--- config.mk ---
export PLATFORM = sky130hd
export DESIGN_NAME = pdt_ctrl
export DESIGN_NICKNAME = d
export VERILOG_FILES = /design/src/pdt_pkg.sv /design/src/pdt_ctrl.sv
export SDC_FILE = /design/constraint.sdc
export NUM_CORES = 1
export LEC_CHECK = 0
export BUFFER_PORTS_ARGS = -buffer_cell sky130_fd_sc_hd__buf_2
export CORE_AREA = 2 2 39 41
export DETAILED_ROUTE_END_ITERATION = 8
export DIE_AREA = 0 0 41 43
export PLACE_DENSITY = 0.48
export SKIP_CTS_REPAIR_TIMING = 1
export SYNTH_ARGS = -nofsm -noshare
export SYNTH_HDL_FRONTEND = slang
export SYNTH_SLANG_ARGS = --single-unit
--- constraint.sdc ---
create_clock -name aclk -period 1.5 [get_ports aclk]
set_input_delay 0.3 -clock aclk [delete_from_list [all_inputs] [get_ports aclk]]
set_output_delay 0.3 -clock aclk [all_outputs]
set_load 0.05 [all_outputs]
--- src/pdt_pkg.sv ---
// Shared types and constants for the per-pid delta ranking block.
// Used by the controller, the datapath and the ranked list modules.
package pdt_pkg;

    localparam int KB_BITS      = 40;
    localparam int DELTA_BITS   = 41;
    localparam int ROUND_BITS   = 16;
    localparam int STAMP_BITS   = 17;
    localparam int RANK_BITS    = 4;
    localparam int LIST_ID_BITS = 2;
    localparam int CFG_IDX_BITS = 1;

    localparam logic [LIST_ID_BITS-1:0] LIST_GROW   = 2'd0;
    localparam logic [LIST_ID_BITS-1:0] LIST_SHRINK = 2'd1;
    localparam logic [LIST_ID_BITS-1:0] LIST_LARGE  = 2'd2;
    localparam logic [LIST_ID_BITS-1:0] LIST_EMPTY  = 2'd3;

    localparam logic OP_SAMPLE    = 1'b0;
    localparam logic OP_END_ROUND = 1'b1;

    localparam logic [CFG_IDX_BITS-1:0] CFG_MIN_CHANGE  = 1'd0;
    localparam logic [CFG_IDX_BITS-1:0] CFG_LIST_LENGTH = 1'd1;

    localparam logic [KB_BITS-1:0] MIN_CHANGE_RESET  = 40'd1024;
    localparam logic [3:0]         LIST_LENGTH_RESET = 4'd12;

    typedef enum logic [2:0] {
        ST_CLEAR,
        ST_IDLE,
        ST_CALC,
        ST_QUAL,
        ST_INS,
        ST_EMIT,
        ST_ROTATE
    } ctrl_state_t;

    typedef struct packed {
        logic ready;
        logic accept;
        logic clr_en;
        logic calc;
        logic qual;
        logic ins;
        logic emit_start;
        logic emit_step;
        logic rotate;
    } dp_cmd_t;

    typedef struct packed {
        logic clear_done;
        logic take;
        logic emit_done;
        logic out_free;
    } dp_sts_t;

endpackage

--- src/pdt_ctrl.sv ---
// Controller state machine: sequences clearing, sample update, ranking
// and end-of-round emission. Uses pdt_pkg for state and command types.
module pdt_ctrl (
    input  logic             aclk,
    input  logic             aresetn,
    input  logic             s_tvalid,
    input  logic             in_op,
    input  pdt_pkg::dp_sts_t sts,
    output pdt_pkg::dp_cmd_t cmd
);

    pdt_pkg::ctrl_state_t state_reg;
    pdt_pkg::ctrl_state_t state_next;

    always_ff @(posedge aclk) begin
        if (!aresetn) begin
            state_reg <= pdt_pkg::ST_CLEAR;
        end else begin
            state_reg <= state_next;
        end
    end

    always_comb begin
        state_next = state_reg;
        cmd        = '0;
        case (state_reg)
            pdt_pkg::ST_CLEAR: begin
                if (sts.clear_done) begin
                    state_next = pdt_pkg::ST_IDLE;
                end else begin
                    cmd.clr_en = 1'b1;
                end
            end
            pdt_pkg::ST_IDLE: begin
                cmd.ready = 1'b1;
                if (s_tvalid) begin
                    cmd.accept = 1'b1;
                    if (in_op == pdt_pkg::OP_END_ROUND) begin
                        cmd.emit_start = 1'b1;
                        state_next     = pdt_pkg::ST_EMIT;
                    end else begin
                        state_next = pdt_pkg::ST_CALC;
                    end
                end
            end
            pdt_pkg::ST_CALC: begin
                if (sts.take) begin
                    cmd.calc   = 1'b1;
                    state_next = pdt_pkg::ST_QUAL;
                end else begin
                    state_next = pdt_pkg::ST_IDLE;
                end
            end
            pdt_pkg::ST_QUAL: begin
                cmd.qual   = 1'b1;
                state_next = pdt_pkg::ST_INS;
            end
            pdt_pkg::ST_INS: begin
                cmd.ins    = 1'b1;
                state_next = pdt_pkg::ST_IDLE;
            end
            pdt_pkg::ST_EMIT: begin
                if (sts.emit_done) begin
                    state_next = pdt_pkg::ST_ROTATE;
                end else begin
                    cmd.emit_step = sts.out_free;
                end
            end
            pdt_pkg::ST_ROTATE: begin
                cmd.rotate = 1'b1;
                state_next = pdt_pkg::ST_IDLE;
            end
            default: begin
                state_next = pdt_pkg::ST_IDLE;
            end
        endcase
    end

    a_sample_to_calc: assert property (@(posedge aclk) disable iff (!aresetn)
        cmd.accept && in_op == pdt_pkg::OP_SAMPLE |=> state_reg == pdt_pkg::ST_CALC)
        else $error("sample item did not enter update");

    a_emit_to_rotate: assert property (@(posedge aclk) disable iff (!aresetn)
        state_reg == pdt_pkg::ST_EMIT && sts.emit_done |=> state_reg == pdt_pkg::ST_ROTATE)
        else $error("end of emission did not rotate the round");

    a_clear_holds: assert property (@(posedge aclk) disable iff (!aresetn)
        state_reg == pdt_pkg::ST_CLEAR && !sts.clear_done |=> !cmd.ready)
        else $error("item accepted during clearing pass");

endmodule

==> flow_metrics.py <==
metrics = {
    "power_and_ir_drop": {
        "power.density_mw_per_mm2": 815,
        "p_leak_nw": 0.211,
        "total_power_w": 0.000364,
        "vdd.ir_drop.worst_v": 0.000274,
    },
    "global_routing": {
        "grt_max_degree": 14,
        "grt_pass1_vias": 246,
        "grt_pass1_wl_mm": 1.01,
        "antenna_found_initial": 0,
        "grt_overflow_total": 0,
        "grt_usage_pct": 8.84,
    },
    "timing": {
        "worst_pin_slew_ns": 0.238,
        "hold_viol": 0,
        "hold_slack_ns": 0.321,
        "slew-limit-headroom_pct": 84.0,
        "slew_violations": 0,
        "min_period_over_period_pct": 98.7,
        "rsz0062_at_grt": "true",
        "skew_ns": 0.00683,
        "fmaxAchievable_mhz": 675,
        "fin_crit_ns": 1.48,
        "setup_viol": 0,
        "setup_ws_ns": 0.0192,
    },
    "final_layout": {
        "layout_commonest_cell": "buf_2",
        "post-route-util_pct": 32.3,
        "antennaDiodeCount": 0,
        "largest_register_ff_count": 3,
        "final_area_um2": 447,
        "area_delta_synth_final_pct": 78.5,
        "layout.nets": 62,
        "drive_above_1_share_pct": 56.6,
        "final_cell_mix": "11 x buf_2, 5 x clkbuf_4, 4 x buf_6",
    },
    "critical_path": {
        "start_kind": "flip-flop",
        "arrival_ns": 1.18,
        "worstSetupEndpointType": "output port",
        "crit_fanout": 3,
        "worstPathRequired_ns": 1.20,
        "critPathKind": "flip-flop to output port",
    },
    "clocking": {
        "cts_tree": "built",
        "numCtsBuffers": 3,
        "cts_root_buffer": "clkbuf_4",
        "cts.sinks": 3,
        "clock_latency_ns": 0.23,
        "htreeDepth": 1,
        "cts.path.max_buffers": 2,
        "clkTransAtPathRegs_ns": 0.04,
    },
    "yosys": {
        "synth_top_cell_by_area": "dfxtp_1",
        "ys_seq_area_share_pct": 24.0,
        "synth_cells": 32,
        "synth_seq_cells": 3,
        "syn_area_per_cell_um2": 7.82,
        "synth_top_area_share_pct": 24.0,
        "yosys-top-cells-area": "dfxtp_1 24%, nand2b_1 7.5%, and3b_1 7.0%",
        "netlist_area_um2": 250,
        "ys_types": 21,
        "ys.warnings.count": 0,
        "syn_nets": 40,
    },
    "floorplanning": {
        "die_h_um": 43,
        "dieArea_mm2": 0.00176,
        "rows": 14,
        "initial_core_util_pct": 18.1,
        "ios": 17,
        "die_w_um": 41,
        "core-area_mm2": 0.00138,
    },
    "run_status": {
        "status": "complete, no violations",
    },
    "placed_design": {
        "place_ws_ns": 0.0514,
        "dp_hpwl_um": 525,
        "place.gp.congestion": 0.712,
        "io_buffers": 16,
        "placed_cell_area_um2": 379,
    },
    "route": {
        "highest_layer": "met3",
        "drt_wl_total_um": 724,
        "wl_per_cell_um": 10.5,
        "initialDrtViolationCount": 5,
        "avgViaCountPerCell": 4.30,
        "firstDrtPassIters": 4,
        "antenna_left": 0,
        "wl_met1_um": 302,
        "wl_met3_um": 42,
        "met2_length_um": 380,
        "routed-via-count": 297,
        "drc_errors": 0,
    },
    "worst_hold_path": {
        "worstHoldPathType": "primary input to flip-flop",
    },
    "run": {
        "drv_cap": 0,
    },
}
==> synthesized netlist by cell type <==
cell,number
a211oi_2,1
a21oi_1,2
a31oi_1,1
and2_1,1
and2b_1,1
and3b_1,2
and4bb_1,1
buf_2,1
buf_4,1
dfxtp_1,3
inv_1,2
mux2i_1,1
nand2_1,3
nand2b_1,3
nand3_1,1
nor2_1,2
nor3_1,1
nor3_2,1
nor3b_1,1
nor4_2,1
o21ai_0,2
==> through the flow <==
stage               cells  setup TNS, ns
floorplan              32         -0.588
CTS                    68          -1.09
detailed placement     64              0
global placement       64              0
finish                 69              0
global route           69        -0.0380
==> metal layers <==
layer	vias to the layer above	global-route usage, %
met5	-	0
met4	0	8.00
met3	0	1.57
met2	10	12.2
met1	134	10.9
li1	153	-
==> power breakdown <==
| part | switching [W] | leakage (nW) | internal [W] | total [W] |
|---|---|---|---|---|
| registers | 0.00000727 | 0.0254 | 0.0000844 | 0.0000916 |
| clock network | 0.0000435 | 0.0150 | 0.0000998 | 0.000143 |
| logic | 0.0000811 | 0.171 | 0.0000481 | 0.000129 |
==> worst max-delay path, cell delays in order, from the launching register on <==
cell and delay (ns):
dfxtp_1 0.29, nand2b_2 0.22, nor3_4 0.12, and2_2 0.16
buf_6 0.15
==> layout make-up <==
type	count	area, um^2
Clock buffer	4	26.3
Timing Repair Buffer	19	130
Multi-Input combinational cell	25	199
Inverter	2	7.51
Sequential cell	3	63.8
Tap cell	16	20.0
Fill cell	149	937
==> cells by family after synthesis <==
kind of cell	share of synthesized area, %
flops	24.0
buf+inv	8.00
mux	4.00
compound gates	15.5
simple gates	48.5
==> path summary, 6_finish.rpt <==
| path | start | endpoint | slack (ns) | cells past startpoint |
|---|---|---|---|---|
| worst max-delay path | state_reg[1]$_SDFFE_PN0P_ | cmd[2] | 0.02 | 4 |
| worst min-delay path | s_tvalid | state_reg[2]$_SDFFE_PN0P_ | 0.32 | 3 |
| worst max register to register | state_reg[0]$_SDFFE_PN0P_ | state_reg[1]$_SDFFE_PN0P_ | 0.29 | 5 |
| worst min register to register | state_reg[0]$_SDFFE_PN0P_ | state_reg[2]$_SDFFE_PN0P_ | 0.61 | 3 |
(Power assumes the default switching activity.)
